[src/hdl/atac_pkg.sv]
// ----------------------------------------------------------------------------
// atac_pkg
// Shared types and constants for the auth token alias cache.
// ----------------------------------------------------------------------------
package atac_pkg;

    // Accounted size of one entry is this overhead plus its value length.
    localparam logic [16:0] ENTRY_OVERHEAD = 17'd16;
    localparam logic [31:0] BUDGET_RESET   = 32'd4096;

    typedef enum logic [2:0] {
        ST_OK        = 3'd0,
        ST_INVALID   = 3'd1,
        ST_PROTOCOL  = 3'd2,
        ST_UNKNOWN   = 3'd3,
        ST_DUPLICATE = 3'd4,
        ST_OVERFLOW  = 3'd5,
        ST_EXPIRED   = 3'd6,
        ST_FULL      = 3'd7
    } status_t;

    typedef enum logic {
        OP_APPLY = 1'b0,
        OP_MARK  = 1'b1
    } opcode_t;

    typedef enum logic [1:0] {
        AK_DELETE    = 2'd0,
        AK_REGISTER  = 2'd1,
        AK_USE_ALIAS = 2'd2,
        AK_USE_VALUE = 2'd3
    } alias_kind_t;

    typedef struct packed {
        logic        opcode;
        logic [1:0]  alias_kind;
        logic        alias_present;
        logic        type_present;
        logic [63:0] alias_number;
        logic [63:0] token_kind;
        logic [15:0] value_handle;
        logic [15:0] value_bytes;
        logic        during_setup;
        logic        at_server;
    } req_t;

    typedef struct packed {
        status_t     status;
        logic        resolved_valid;
        logic [63:0] resolved_kind;
        logic [15:0] resolved_handle;
        logic [15:0] resolved_bytes;
        logic        newly_registered;
    } rsp_t;

    // Controller to datapath
    typedef struct packed {
        logic capture;
        logic match;
        logic select;
        logic execute;
    } cmd_t;

    // Datapath to controller
    typedef struct packed {
        logic rsp_pending;
    } sts_t;

endpackage

[src/hdl/atac_if.sv]
// ----------------------------------------------------------------------------
// atac_if
// Valid/ready channels of the alias cache: request and response.
// ----------------------------------------------------------------------------
interface atac_req_if;
    logic        valid;
    logic        ready;
    logic        opcode;
    logic [1:0]  alias_kind;
    logic        alias_present;
    logic        type_present;
    logic [63:0] alias_number;
    logic [63:0] token_kind;
    logic [15:0] value_handle;
    logic [15:0] value_bytes;
    logic        during_setup;
    logic        at_server;

    modport source (
        output valid, opcode, alias_kind, alias_present, type_present, alias_number,
               token_kind, value_handle, value_bytes, during_setup, at_server,
        input  ready
    );
    modport sink (
        input  valid, opcode, alias_kind, alias_present, type_present, alias_number,
               token_kind, value_handle, value_bytes, during_setup, at_server,
        output ready
    );
endinterface

interface atac_rsp_if;
    logic        valid;
    logic        ready;
    logic [2:0]  status;
    logic        resolved_valid;
    logic [63:0] resolved_kind;
    logic [15:0] resolved_handle;
    logic [15:0] resolved_bytes;
    logic        newly_registered;

    modport source (
        output valid, status, resolved_valid, resolved_kind, resolved_handle,
               resolved_bytes, newly_registered,
        input  ready
    );
    modport sink (
        input  valid, status, resolved_valid, resolved_kind, resolved_handle,
               resolved_bytes, newly_registered,
        output ready
    );
endinterface

[src/hdl/auth_token_alias_cache_unit.sv]
// Flow: after the request transfer the item passes the match, select and execute
//   steps; execute waits only while an earlier response is not taken.
// One item at a time, set by the controller's four-step walk through the alias
//   compare, the slot select and the entry RAM read.
// Reset (rst_n, async, active low): table empty, used bytes zero, budget 4096.
// ----------------------------------------------------------------------------
// auth_token_alias_cache_unit
// Token alias table with byte-budget accounting: register, delete, resolve,
// pass-through and mark-expired, one response per request.
// ----------------------------------------------------------------------------
module auth_token_alias_cache_unit
    import atac_pkg::*;
#(
    parameter int SLOTS       = 16,
    parameter int HANDLE_BITS = 16
) (
    input  logic        clk,
    input  logic        rst_n,
    input  logic        cfg_wr_en,
    input  logic [31:0] cfg_wr_data,
    atac_req_if.sink    req,
    atac_rsp_if.source  rsp
);

    cmd_t cmd;
    sts_t sts;
    req_t req_payload;
    rsp_t rsp_payload;

    // Request payload packed for the datapath capture register.
    assign req_payload.opcode        = req.opcode;
    assign req_payload.alias_kind    = req.alias_kind;
    assign req_payload.alias_present = req.alias_present;
    assign req_payload.type_present  = req.type_present;
    assign req_payload.alias_number  = req.alias_number;
    assign req_payload.token_kind    = req.token_kind;
    assign req_payload.value_handle  = req.value_handle;
    assign req_payload.value_bytes   = req.value_bytes;
    assign req_payload.during_setup  = req.during_setup;
    assign req_payload.at_server     = req.at_server;

    // Controller: walks each accepted item through the datapath steps and
    // stalls in execute while the output register still holds a result.
    atac_ctrl u_ctrl (
        .clk       (clk),
        .rst_n     (rst_n),
        .req_valid (req.valid),
        .req_ready (req.ready),
        .sts       (sts),
        .cmd       (cmd)
    );

    // Datapath: alias compare across all slots, priority select of the hit
    // and of the first free slot, budget test, entry RAM, output register.
    atac_dpath #(
        .SLOTS       (SLOTS),
        .HANDLE_BITS (HANDLE_BITS)
    ) u_dpath (
        .clk         (clk),
        .rst_n       (rst_n),
        .cmd         (cmd),
        .sts         (sts),
        .cfg_wr_en   (cfg_wr_en),
        .cfg_wr_data (cfg_wr_data),
        .req         (req_payload),
        .rsp_valid   (rsp.valid),
        .rsp_ready   (rsp.ready),
        .rsp         (rsp_payload)
    );

    // Response payload unpacked onto the channel.
    assign rsp.status           = rsp_payload.status;
    assign rsp.resolved_valid   = rsp_payload.resolved_valid;
    assign rsp.resolved_kind    = rsp_payload.resolved_kind;
    assign rsp.resolved_handle  = rsp_payload.resolved_handle;
    assign rsp.resolved_bytes   = rsp_payload.resolved_bytes;
    assign rsp.newly_registered = rsp_payload.newly_registered;

endmodule

[src/hdl/atac_ram.sv]
// ----------------------------------------------------------------------------
// atac_ram
// Generic single-write, single-read RAM with registered read data.
// ----------------------------------------------------------------------------
module atac_ram #(
    parameter int WIDTH = 8,
    parameter int DEPTH = 16
) (
    input  logic                                     clk,
    input  logic                                     we,
    input  logic [(DEPTH > 1 ? $clog2(DEPTH) : 1)-1:0] waddr,
    input  logic [WIDTH-1:0]                         wdata,
    input  logic                                     re,
    input  logic [(DEPTH > 1 ? $clog2(DEPTH) : 1)-1:0] raddr,
    output logic [WIDTH-1:0]                         rdata
);

    logic [WIDTH-1:0] mem [DEPTH];

    always_ff @(posedge clk)
    begin
        if (we)
        begin
            mem[waddr] <= wdata;
        end
        if (re)
        begin
            rdata <= mem[raddr];
        end
    end

endmodule

[src/hdl/atac_ctrl.sv]
// ----------------------------------------------------------------------------
// atac_ctrl
// Sequencer: capture, match, select, execute; one item at a time.
// ----------------------------------------------------------------------------
module atac_ctrl
    import atac_pkg::*;
(
    input  logic clk,
    input  logic rst_n,
    input  logic req_valid,
    output logic req_ready,
    input  sts_t sts,
    output cmd_t cmd
);

    typedef enum logic [3:0] {
        S_IDLE  = 4'b0001,
        S_MATCH = 4'b0010,
        S_SEL   = 4'b0100,
        S_EXEC  = 4'b1000
    } state_t;

    state_t state_reg;
    state_t state_next;

    always_comb
    begin
        state_next = state_reg;
        unique case (state_reg)
            S_IDLE:
            begin
                if (req_valid)
                begin
                    state_next = S_MATCH;
                end
            end
            S_MATCH: state_next = S_SEL;
            S_SEL:   state_next = S_EXEC;
            S_EXEC:
            begin
                // hold while the previous result still sits in the output register
                if (!sts.rsp_pending)
                begin
                    state_next = S_IDLE;
                end
            end
            default: state_next = S_IDLE;
        endcase
    end

    always_ff @(posedge clk or negedge rst_n)
    begin
        if (!rst_n)
        begin
            state_reg <= S_IDLE;
        end
        else
        begin
            state_reg <= state_next;
        end
    end

    assign req_ready   = (state_reg == S_IDLE);
    assign cmd.capture = (state_reg == S_IDLE) && req_valid;
    assign cmd.match   = (state_reg == S_MATCH);
    assign cmd.select  = (state_reg == S_SEL);
    assign cmd.execute = (state_reg == S_EXEC) && !sts.rsp_pending;

endmodule

[src/hdl/atac_dpath.sv]
// ----------------------------------------------------------------------------
// atac_dpath
// Alias table, budget accounting and output register of the alias cache.
// ----------------------------------------------------------------------------
module atac_dpath
    import atac_pkg::*;
#(
    parameter int SLOTS       = 16,
    parameter int HANDLE_BITS = 16
) (
    input  logic        clk,
    input  logic        rst_n,
    input  cmd_t        cmd,
    output sts_t        sts,
    input  logic        cfg_wr_en,
    input  logic [31:0] cfg_wr_data,
    input  req_t        req,
    output logic        rsp_valid,
    input  logic        rsp_ready,
    output rsp_t        rsp
);

    localparam int IDX_W = (SLOTS > 1) ? $clog2(SLOTS) : 1;
    localparam int ENT_W = 64 + 16 + 16;
    localparam logic [15:0] HANDLE_MASK =
        (HANDLE_BITS >= 16) ? 16'hFFFF : 16'((32'd1 << HANDLE_BITS) - 32'd1);

    // captured item
    req_t        req_in;
    req_t        item_reg;

    // table state
    logic [SLOTS-1:0] used_reg;
    logic [SLOTS-1:0] expired_reg;
    logic [63:0]      alias_reg [SLOTS];
    logic [31:0]      used_bytes_reg;
    logic [31:0]      budget_reg;

    // lookup pipeline
    logic [SLOTS-1:0] match_reg;
    logic             hit_reg;
    logic [IDX_W-1:0] hit_idx_reg;
    logic             free_reg;
    logic [IDX_W-1:0] free_idx_reg;
    logic             fits_reg;

    logic             hit_next;
    logic [IDX_W-1:0] hit_idx_next;
    logic             free_next;
    logic [IDX_W-1:0] free_idx_next;
    logic             fits_next;
    logic [31:0]      esize;

    // entry store: {kind, handle, bytes}
    logic             ram_we;
    logic [ENT_W-1:0] ram_rdata;
    logic [63:0]      rd_kind;
    logic [15:0]      rd_handle;
    logic [15:0]      rd_bytes;

    // execute results
    rsp_t             res;
    logic             item_ok;
    logic             do_delete;
    logic             do_store;
    logic             do_mark;

    logic             rsp_valid_reg;
    rsp_t             rsp_reg;

    assign esize = 32'({1'b0, item_reg.value_bytes} + ENTRY_OVERHEAD);

    // ---- capture ----
    // handle masked on the way in
    always_comb
    begin
        req_in              = req;
        req_in.value_handle = req.value_handle & HANDLE_MASK;
    end

    always_ff @(posedge clk)
    begin
        if (cmd.capture)
        begin
            item_reg <= req_in;
        end
    end

    // ---- budget register ----
    always_ff @(posedge clk or negedge rst_n)
    begin
        if (!rst_n)
        begin
            budget_reg <= BUDGET_RESET;
        end
        else if (cfg_wr_en)
        begin
            budget_reg <= cfg_wr_data;
        end
    end

    // ---- match: compare all used slots ----
    always_ff @(posedge clk)
    begin
        if (cmd.match)
        begin
            for (int i = 0; i < SLOTS; i++)
            begin
                match_reg[i] <= used_reg[i] && (alias_reg[i] == item_reg.alias_number);
            end
        end
    end

    // ---- select: lowest matching slot, lowest free slot, budget test ----
    always_comb
    begin
        hit_next      = 1'b0;
        hit_idx_next  = '0;
        free_next     = 1'b0;
        free_idx_next = '0;
        for (int i = SLOTS - 1; i >= 0; i--)
        begin
            if (match_reg[i])
            begin
                hit_next     = 1'b1;
                hit_idx_next = IDX_W'(i);
            end
            if (!used_reg[i])
            begin
                free_next     = 1'b1;
                free_idx_next = IDX_W'(i);
            end
        end
        fits_next = !((esize > budget_reg) || (used_bytes_reg > (budget_reg - esize)));
    end

    always_ff @(posedge clk)
    begin
        if (cmd.select)
        begin
            hit_reg      <= hit_next;
            hit_idx_reg  <= hit_idx_next;
            free_reg     <= free_next;
            free_idx_reg <= free_idx_next;
            fits_reg     <= fits_next;
        end
    end

    atac_ram #(
        .WIDTH (ENT_W),
        .DEPTH (SLOTS)
    ) u_entry_ram (
        .clk   (clk),
        .we    (ram_we),
        .waddr (free_idx_reg),
        .wdata ({item_reg.token_kind, item_reg.value_handle, item_reg.value_bytes}),
        .re    (cmd.select),
        .raddr (hit_idx_next),
        .rdata (ram_rdata)
    );

    assign rd_kind   = ram_rdata[ENT_W-1 -: 64];
    assign rd_handle = ram_rdata[31:16];
    assign rd_bytes  = ram_rdata[15:0];

    // ---- execute ----
    always_comb
    begin
        res                  = '0;
        res.status           = ST_OK;
        do_delete            = 1'b0;
        do_store             = 1'b0;
        do_mark              = 1'b0;
        item_ok              = 1'b0;

        unique case (alias_kind_t'(item_reg.alias_kind))
            AK_DELETE, AK_USE_ALIAS:
                item_ok = item_reg.alias_present && !item_reg.type_present
                          && (item_reg.value_bytes == 16'd0);
            AK_REGISTER:
                item_ok = item_reg.alias_present && item_reg.type_present;
            AK_USE_VALUE:
                item_ok = !item_reg.alias_present && item_reg.type_present;
            default:
                item_ok = 1'b0;
        endcase

        if (opcode_t'(item_reg.opcode) == OP_MARK)
        begin
            if (hit_reg)
            begin
                do_mark = 1'b1;
            end
            else
            begin
                res.status = ST_UNKNOWN;
            end
        end
        else if (!item_ok)
        begin
            res.status = ST_INVALID;
        end
        else if (item_reg.during_setup && item_reg.at_server
                 && (alias_kind_t'(item_reg.alias_kind) == AK_DELETE
                     || alias_kind_t'(item_reg.alias_kind) == AK_USE_ALIAS))
        begin
            res.status = ST_PROTOCOL;
        end
        else
        begin
            unique case (alias_kind_t'(item_reg.alias_kind))
                AK_DELETE:
                begin
                    if (hit_reg)
                    begin
                        do_delete = 1'b1;
                    end
                    else
                    begin
                        res.status = ST_UNKNOWN;
                    end
                end
                AK_REGISTER:
                begin
                    if (hit_reg)
                    begin
                        res.status = ST_DUPLICATE;
                    end
                    else if (!fits_reg && !item_reg.during_setup)
                    begin
                        res.status = ST_OVERFLOW;
                    end
                    else if (fits_reg && !free_reg)
                    begin
                        res.status = ST_FULL;
                    end
                    else
                    begin
                        // stored entry, or setup overflow resolving to its own value
                        do_store             = fits_reg;
                        res.newly_registered = fits_reg;
                        res.resolved_valid   = 1'b1;
                        res.resolved_kind    = item_reg.token_kind;
                        res.resolved_handle  = item_reg.value_handle;
                        res.resolved_bytes   = item_reg.value_bytes;
                    end
                end
                AK_USE_ALIAS:
                begin
                    if (!hit_reg)
                    begin
                        res.status = ST_UNKNOWN;
                    end
                    else if (expired_reg[hit_idx_reg])
                    begin
                        res.status = ST_EXPIRED;
                    end
                    else
                    begin
                        res.resolved_valid  = 1'b1;
                        res.resolved_kind   = rd_kind;
                        res.resolved_handle = rd_handle;
                        res.resolved_bytes  = rd_bytes;
                    end
                end
                AK_USE_VALUE:
                begin
                    res.resolved_valid  = 1'b1;
                    res.resolved_kind   = item_reg.token_kind;
                    res.resolved_handle = item_reg.value_handle;
                    res.resolved_bytes  = item_reg.value_bytes;
                end
                default:
                begin
                    res.status = ST_INVALID;
                end
            endcase
        end
    end

    assign ram_we = cmd.execute && do_store;

    // ---- table updates ----
    always_ff @(posedge clk or negedge rst_n)
    begin
        if (!rst_n)
        begin
            used_reg       <= '0;
            used_bytes_reg <= '0;
        end
        else if (cmd.execute)
        begin
            if (do_delete)
            begin
                used_reg[hit_idx_reg] <= 1'b0;
                used_bytes_reg <= used_bytes_reg - 32'({1'b0, rd_bytes} + ENTRY_OVERHEAD);
            end
            else if (do_store)
            begin
                used_reg[free_idx_reg] <= 1'b1;
                used_bytes_reg         <= used_bytes_reg + esize;
            end
        end
    end

    always_ff @(posedge clk)
    begin
        if (cmd.execute)
        begin
            if (do_mark)
            begin
                expired_reg[hit_idx_reg] <= 1'b1;
            end
            else if (do_store)
            begin
                expired_reg[free_idx_reg] <= 1'b0;
                alias_reg[free_idx_reg]   <= item_reg.alias_number;
            end
        end
    end

    // ---- output register ----
    always_ff @(posedge clk or negedge rst_n)
    begin
        if (!rst_n)
        begin
            rsp_valid_reg <= 1'b0;
        end
        else if (cmd.execute)
        begin
            rsp_valid_reg <= 1'b1;
        end
        else if (rsp_ready)
        begin
            rsp_valid_reg <= 1'b0;
        end
    end

    always_ff @(posedge clk)
    begin
        if (cmd.execute)
        begin
            rsp_reg <= res;
        end
    end

    assign sts.rsp_pending = rsp_valid_reg && !rsp_ready;
    assign rsp_valid       = rsp_valid_reg;
    assign rsp             = rsp_reg;

endmodule

[src/flat_wrapper.sv]
// flat-port wrapper written by rule: the top's interface ports become plain ports
module auth_token_alias_cache_unit_flat import atac_pkg::*;
#(
    parameter int SLOTS       = 16,
    parameter int HANDLE_BITS = 16
)
  (clk, rst_n, cfg_wr_en, cfg_wr_data, req_valid, req_opcode, req_alias_kind, req_alias_present, req_type_present, req_alias_number, req_token_kind, req_value_handle, req_value_bytes, req_during_setup, req_at_server, req_ready, rsp_valid, rsp_status, rsp_resolved_valid, rsp_resolved_kind, rsp_resolved_handle, rsp_resolved_bytes, rsp_newly_registered, rsp_ready);
  atac_req_if req_i ();
  atac_rsp_if rsp_i ();
  input  logic clk;
  input  logic rst_n;
  input  logic cfg_wr_en;
  input  logic [31:0] cfg_wr_data;
  input wire logic [$bits(req_i.valid)-1:0] req_valid;
  input wire logic [$bits(req_i.opcode)-1:0] req_opcode;
  input wire logic [$bits(req_i.alias_kind)-1:0] req_alias_kind;
  input wire logic [$bits(req_i.alias_present)-1:0] req_alias_present;
  input wire logic [$bits(req_i.type_present)-1:0] req_type_present;
  input wire logic [$bits(req_i.alias_number)-1:0] req_alias_number;
  input wire logic [$bits(req_i.token_kind)-1:0] req_token_kind;
  input wire logic [$bits(req_i.value_handle)-1:0] req_value_handle;
  input wire logic [$bits(req_i.value_bytes)-1:0] req_value_bytes;
  input wire logic [$bits(req_i.during_setup)-1:0] req_during_setup;
  input wire logic [$bits(req_i.at_server)-1:0] req_at_server;
  output wire logic [$bits(req_i.ready)-1:0] req_ready;
  output wire logic [$bits(rsp_i.valid)-1:0] rsp_valid;
  output wire logic [$bits(rsp_i.status)-1:0] rsp_status;
  output wire logic [$bits(rsp_i.resolved_valid)-1:0] rsp_resolved_valid;
  output wire logic [$bits(rsp_i.resolved_kind)-1:0] rsp_resolved_kind;
  output wire logic [$bits(rsp_i.resolved_handle)-1:0] rsp_resolved_handle;
  output wire logic [$bits(rsp_i.resolved_bytes)-1:0] rsp_resolved_bytes;
  output wire logic [$bits(rsp_i.newly_registered)-1:0] rsp_newly_registered;
  input wire logic [$bits(rsp_i.ready)-1:0] rsp_ready;
  assign req_i.valid = req_valid;
  assign req_i.opcode = req_opcode;
  assign req_i.alias_kind = req_alias_kind;
  assign req_i.alias_present = req_alias_present;
  assign req_i.type_present = req_type_present;
  assign req_i.alias_number = req_alias_number;
  assign req_i.token_kind = req_token_kind;
  assign req_i.value_handle = req_value_handle;
  assign req_i.value_bytes = req_value_bytes;
  assign req_i.during_setup = req_during_setup;
  assign req_i.at_server = req_at_server;
  assign req_ready = req_i.ready;
  assign rsp_valid = rsp_i.valid;
  assign rsp_status = rsp_i.status;
  assign rsp_resolved_valid = rsp_i.resolved_valid;
  assign rsp_resolved_kind = rsp_i.resolved_kind;
  assign rsp_resolved_handle = rsp_i.resolved_handle;
  assign rsp_resolved_bytes = rsp_i.resolved_bytes;
  assign rsp_newly_registered = rsp_i.newly_registered;
  assign rsp_i.ready = rsp_ready;
  auth_token_alias_cache_unit #(.SLOTS(SLOTS), .HANDLE_BITS(HANDLE_BITS)) u_core (.clk(clk), .rst_n(rst_n), .cfg_wr_en(cfg_wr_en), .cfg_wr_data(cfg_wr_data), .req(req_i), .rsp(rsp_i));
endmodule
[config.mk]
export PLATFORM = sky130hd
export DESIGN_NAME = auth_token_alias_cache_unit_flat
export DESIGN_NICKNAME = d
export VERILOG_FILES = /design/src/hdl/atac_pkg.sv /design/src/hdl/atac_if.sv /design/src/hdl/auth_token_alias_cache_unit.sv /design/src/hdl/atac_ram.sv /design/src/hdl/atac_ctrl.sv /design/src/hdl/atac_dpath.sv /design/src/flat_wrapper.sv
export SDC_FILE = /design/constraint.sdc
export NUM_CORES = 2
export LEC_CHECK = 0
export ABC_AREA = 1
export BUFFER_PORTS_ARGS = -buffer_cell sky130_fd_sc_hd__buf_2
export CORE_MARGIN = 2
export CORE_UTILIZATION = 55
export CTS_CLUSTER_SIZE = 8
export DETAILED_ROUTE_END_ITERATION = 10
export HOLD_SLACK_MARGIN = 0.02
export PLACE_DENSITY_LB_ADDON = 0.08
export SETUP_SLACK_MARGIN = 0.2
export SLEW_MARGIN = 10
export SYNTH_ARGS = -nofsm -noshare
export SYNTH_HDL_FRONTEND = slang
export SYNTH_SLANG_ARGS = --single-unit
[constraint.sdc]
create_clock -name clk -period 11.04 [get_ports clk]
set_input_delay 2.208 -clock clk [delete_from_list [all_inputs] [get_ports clk]]
set_output_delay 2.208 -clock clk [all_outputs]
set_load 0.05 [all_outputs]
; Word level (Yosys, flattened, before mapping)
; Memory sizes are Yosys's and may differ from the RTL's. A register that Yosys moved wholly into a read port is not among the register bits.
; Cells that the tools add are included.
[op_classes]
addsub = 5
order_cmp = 6
n_eq_ne = 25
n_mux = 86
bitwise = 8
reduce_logical = 56
[ops]
columns = cell, count
row1 = 64-bit == test, 16
row2 = 98-bit 2-to-1 mux, 3
row3 = 97-bit one-hot mux with 3 select lines, 1
row4 = 97-bit 2-to-1 mux, 2
row5 = 4-bit 2-to-1 mux, 26
row6 = 32-bit > comparator, 2
row7 = 16-bit 2-to-1 mux, 4
row8 = 32-bit 2-to-1 mux, 2
row9 = 3-bit 2-to-1 mux, 12
row10 = 16-bit by 5-bit adder with 17-bit output (second input constant), 2
row11 = 32-bit adder, 1
row12 = 16-bit AND, 2
row13 = 16-bit NOT, 2
row14 = 16-bit OR, 2
row15 = 32-bit by 17-bit subtractor with 32-bit output, 1
row16 = 32-bit subtractor, 1
row17 = 1-bit logical AND, 30
row18 = 1-bit 2-to-1 mux, 27
row19 = 16-bit logical NOT, 1
row20 = 4-bit one-hot mux with 4 select lines, 1
row21 = 15-bit AND reduction, 1
row22 = 15-bit OR reduction, 1
row23 = 4-bit by 5-bit < comparator with 1-bit output (second input constant), 2
row24 = 3-bit one-hot mux with 3 select lines, 1
row25 = 23 further kinds, 43
[totals]
reg_bits = 396
ram_bits = 2560
in_bits = 204
output_inout_bits = 103
elab_cells = 219
memories = 2
[memory_table]
columns = name, depth, width, rd, rd_ports_with_merged_regs, wr, line_no
row1 = u_core.u_dpath.u_entry_ram.mem, 16, 96, 1, 1, 1, atac_ram.sv:18  ; logic [WIDTH-1:0] mem [DEPTH];
row2 = u_core.u_dpath.alias_reg, 16, 64, 16, 0, 1, atac_dpath.sv:35  ; logic [63:0] alias_reg [SLOTS];

; Depth between registers and ports, before layout
[depth]
depth_word = 16
ltp_mapped = 25
ltp_nobuf = 25

; By module
; Synthesis repeated with hierarchy kept, for this count alone.
[hier_totals]
hier_cells = 11905
area_unflattened_um2 = 133281.6
[by_module_without_submodules]
columns = module, instances, cells_per_inst, area_each_um2, seq_area_each_um2
row1 = atac_ram, 1, 6302, 68604.5, 49007.0
row2 = atac_dpath, 1, 5574, 64455.6, 42116.6
row3 = atac_ctrl, 1, 29, 221.5, 101.3

; Least setup slack after synthesis
; OpenSTA, ideal clock, no wires.
[synth_timing]
path_type = in2reg
startpoint = input port rsp_ready
endpoint = memory u_core.u_dpath.u_entry_ram.mem[0][0] in the netlist's numbering (enable)
setup_time_ns = 0.552
arrival_ns = 12.589
t_required_ns = 10.488
path_slack_ns = -2.101
stages = 8
path_buffers = 2
path_cell_list = nor2_1 > nor2_1 > inv_1 > nor3_1 > inv_1 > buf_2 > buf_1 > nor2_1
[synth_rtl]
columns = item, line_no
row1 = start: declaration, flat_wrapper.sv:33  ; input wire logic [$bits(rsp_i.ready)-1:0] rsp_ready;
row2 = end: declaration, atac_ram.sv:18

; Final worst setup path
[layout_timing]
startpoint = register u_core.u_dpath.item_reg[6] in the netlist's numbering
endpoint = register u_core.u_dpath.fits_reg, data pin
[layout_via]
elab_chain_len = 5
elab_cells_between_ends = 6
cone_classes = 2 x add/sub / 2 x order compare / 2 x reduce/logical
[layout_rtl]
columns = item, line_no
row1 = start: declaration, atac_dpath.sv:30  ; req_t item_reg;
row2 = start signal: assignment, atac_dpath.sv:85  ; item_reg <= req_in;
row3 = 16-bit by 5-bit adder with 17-bit output *, atac_dpath.sv:71  ; assign esize = 32'({1'b0, item_reg.value_bytes} + ENTRY_OVERHEAD);
row4 = 32-bit subtractor, atac_dpath.sv:134  ; fits_next = !((esize > budget_reg) || (used_bytes_reg > (budget_reg - esize)));
row5 = 32-bit > comparator, atac_dpath.sv:134
row6 = 1-bit logical OR *, atac_dpath.sv:134
row7 = 1-bit logical NOT *, atac_dpath.sv:134
row8 = via u_core.u_dpath.fits_next, atac_dpath.sv:51  ; logic fits_next;
row9 = end signal: assignment, atac_dpath.sv:145  ; fits_reg <= fits_next;
row10 = end: declaration, atac_dpath.sv:45  ; logic fits_reg;
; Mark *: on every way through the listed nets, which the timed path passes. The rest lies on a longest branch.
; A chain may end at the register's enable or synchronous reset.

==> results.cfg <==
[detailed_routing]
vias = 95000
post-route-drc-count = 0
viasPerCell = 6.29
first_pass_iters = 6
wire_per_inst_um = 29.1
ant_nets = 0
drt_wl_total_um = 440000
drtIter0Drc = 13400

[cts]
clk_pin_slew_worst_paths_ns = 0.05
cts_setup_buffers = 0
clk_latency_ns = 1.01
clockRootBuffer = clkbuf_16
numCtsBuffers = 432
cts_resized = 0
cts_sinks = 3052
htreeDepth = 5
clockBufferDepth = 4
holdBufCountCts = 0
cts_tree = yes

[setup_path]
crit_path_max_incr_delay_ns = 0.97
cp-end-kind = flop
worst-setup-path-type = reg -> reg
worst_setup_path_start_kind = flop
crit_arrival_ns = 6.29
cp.required_ns = 11.75
startpoint = u_core.u_dpath.item_reg[6]
cp_slowest_cell = edfxtp_1
r2r_start = u_core.u_dpath.item_reg[6]
path_cells = ha_1, nand3_1, nor2_1, nand2_1, nor4_1, xor2_1, ha_1, a21oi_1, inv_1, a21oi_1, a21boi_1, o21ai_0, nor2_1, nand2_1, nand2_1, nand2_1, ha_1, nand2_1, nor2_1, nand4_1, nor4_1, nand2_1, o211ai_1, a22oi_1
cp_common_cell = nand2_1
critPathMaxFanout = 21

[cells_and_area]
drive_gt1_share_pct = 10.1
n_fill_cell = 18600
final_common_cell = edfxtp_1
nets = 12100
final_cell_mix = edfxtp_1 (2967), nand3_1 (2006), nand2_1 (1632)
largest_reg_flops = 1536
fin_cells = 15100
syn2layout_area_growth_pct = 12.8

[sta]
finalCriticalPeriod_ns = 5.58
worstMarginPinSlew_ns = 1.36
fmax_mhz = 179
finClkSkew_ns = 0.0715
maxSlewHeadroom_pct = 9.39
slew_viol_final = 0
rsz0062_at_grt = no
finalCritPeriodShare_pct = 50.6
finalHoldViolations = 0
final-setup-viol-count = 0

[worst_hold_path]
hold_path.class = reg -> reg
worstHoldStart = u_core.u_dpath.budget_reg[6]

[synthesis]
yosysSeqAreaShare_pct = 68.5
yosysTopAreaCellShare_pct = 66.9
ys_ff_latch = 3052
synth.avg_cell_area_um2 = 11.7
ys_types = 63
yosysTopAreaCell = edfxtp_1
synthTopCellsByArea = edfxtp_1 (67%), nand3_1 (7.5%), nand2_1 (4.6%), inv_1 (4.2%), nand3b_1 (2.2%)
synth.net_count = 11700
synth_edf_count = 2967
synthFlopType = edfxtp_1
syn_inst = 11400
synthArstFlopShare_pct = 2.79
syn_area_mm2 = 0.133
yosysWarnings = 0

[floorplanning]
start_util_pct = 55.3
row_count = 180
io_pins = 307
die_y_um = 496
dieWidth_um = 496
core-area_mm2 = 0.241
dieArea_mm2 = 0.246

[power_and_ir_drop]
total_power_mw = 30.8
p_per_area_mw_per_mm2 = 205
leakagePower_nw = 56.8
irDropWorstVdd_mv = 0.198

[run]
cap_violations = 0

[outcome]
status = finished, final reports clean

[global_route]
grt_pass1_vias = 90000
grt_max_degree = 231
grt_overflow_total = 0
grt_pass1_wl_um = 623000
track_usage_pct = 35.2
grt_antenna_before_repair = 27

[placed_design]
hpwlAfterDp_um = 243000
portBuffers = 306
dpl.cell_count = 14500
gp_congestion = 0.975
where the power goes:
| part | internal, mW | switching, mW | leakage [nW] |
|---|---|---|---|
| combinational | 1.22 | 3.89 | 23.4 |
| clock | 7.01 | 4.64 | 5.59 |
| sequential | 13.5 | 0.512 | 27.8 |
| total | 21.8 | 9.04 | 56.8 |
logic make-up after synthesis:
group / after synthesis / synth area share (%)
compound gates: 1101 / 5.10
xor+xnor: 333 / 2.19
fa+ha+maj: 103 / 0.984
buf+inv: 2133 / 6.21
flops: 3052 / 68.5
mux: 20 / 0.169
simple gates: 4661 / 16.9
synthesized netlist by cell type (all sizes together), types with 158 or more instances:
cell type	number
xor2	198
nand3	2008
inv	1485
o21ai	372
nand3b	386
nor2	244
nand2	1639
a21oi	240
buf	254
edfxtp	2967
o22ai	170
clkbuf	373
nor4	158
per-stage QoR:
| stage | cell area (um^2) | setup slack, ns | setup TNS [ns] | util, % | hold WS, ns |
|---|---|---|---|---|---|
| finish | 150000 | 5.46 | 0 | 62.4 | 0.522 |
| global route | 150000 | 5.00 | 0 | 62.4 | 0.544 |
| CTS | 150000 | 5.53 | 0 | 62.4 | 0.524 |
| detailed placement | 139000 | 4.98 | 0 | 57.6 | 0.504 |
| global placement | 139000 | 5.01 | 0 | 57.6 | 0.504 |
| floorplan | 133000 | -0.0619 | -89.14 | - | 0.468 |
final cells by class:
cell class	count	area, um^2	share of cell area, %
antenna	16	40.0	0.0266
clock buffer	550	11300	7.53
clock inverter	15	219	0.146
inverter	1506	5680	3.78
multi-input combinational	6218	34100	22.7
sequential	3052	91200	60.7
tap	3185	3990	2.65
timing repair buffer	567	3710	2.47
final timing paths:
path | slack [ns] | endpoint | cells past startpoint
worst min register to register | 0.52 | u_core.u_dpath.budget_reg[6] | 1
max in group asynchronous | 8.55 | u_core.u_dpath.used_reg[0] | 2
worst min-delay path | 0.52 | u_core.u_dpath.budget_reg[6] | 1
worst max-delay path | 5.46 | u_core.u_dpath.fits_reg | 24
worst max register to register | 5.46 | u_core.u_dpath.fits_reg | 24
min in group asynchronous | 1.27 | u_core.u_dpath.used_bytes_reg[1] | 1
worst max-delay path: cells and delay by family (launching register included):
kind / cells / cell delay (ns)
xor+xnor: 1 / 0.25
fa+ha+maj: 3 / 0.93
compound gates: 6 / 0.95
simple gates: 13 / 2.17
flops: 1 / 0.97
buf+inv: 1 / 0.07
routing by layer:
layer / GRT usage (%) / up-vias / routed length [um]
met5: 0 / - / 17
met4: 19.0 / 2 / 26000
met3: 7.03 / 1328 / 48400
met2: 54.4 / 6221 / 200000
met1: 47.2 / 46600 / 166000
li1: - / 40900 / -
No activity file was read; power rests on OpenSTA's default activity.
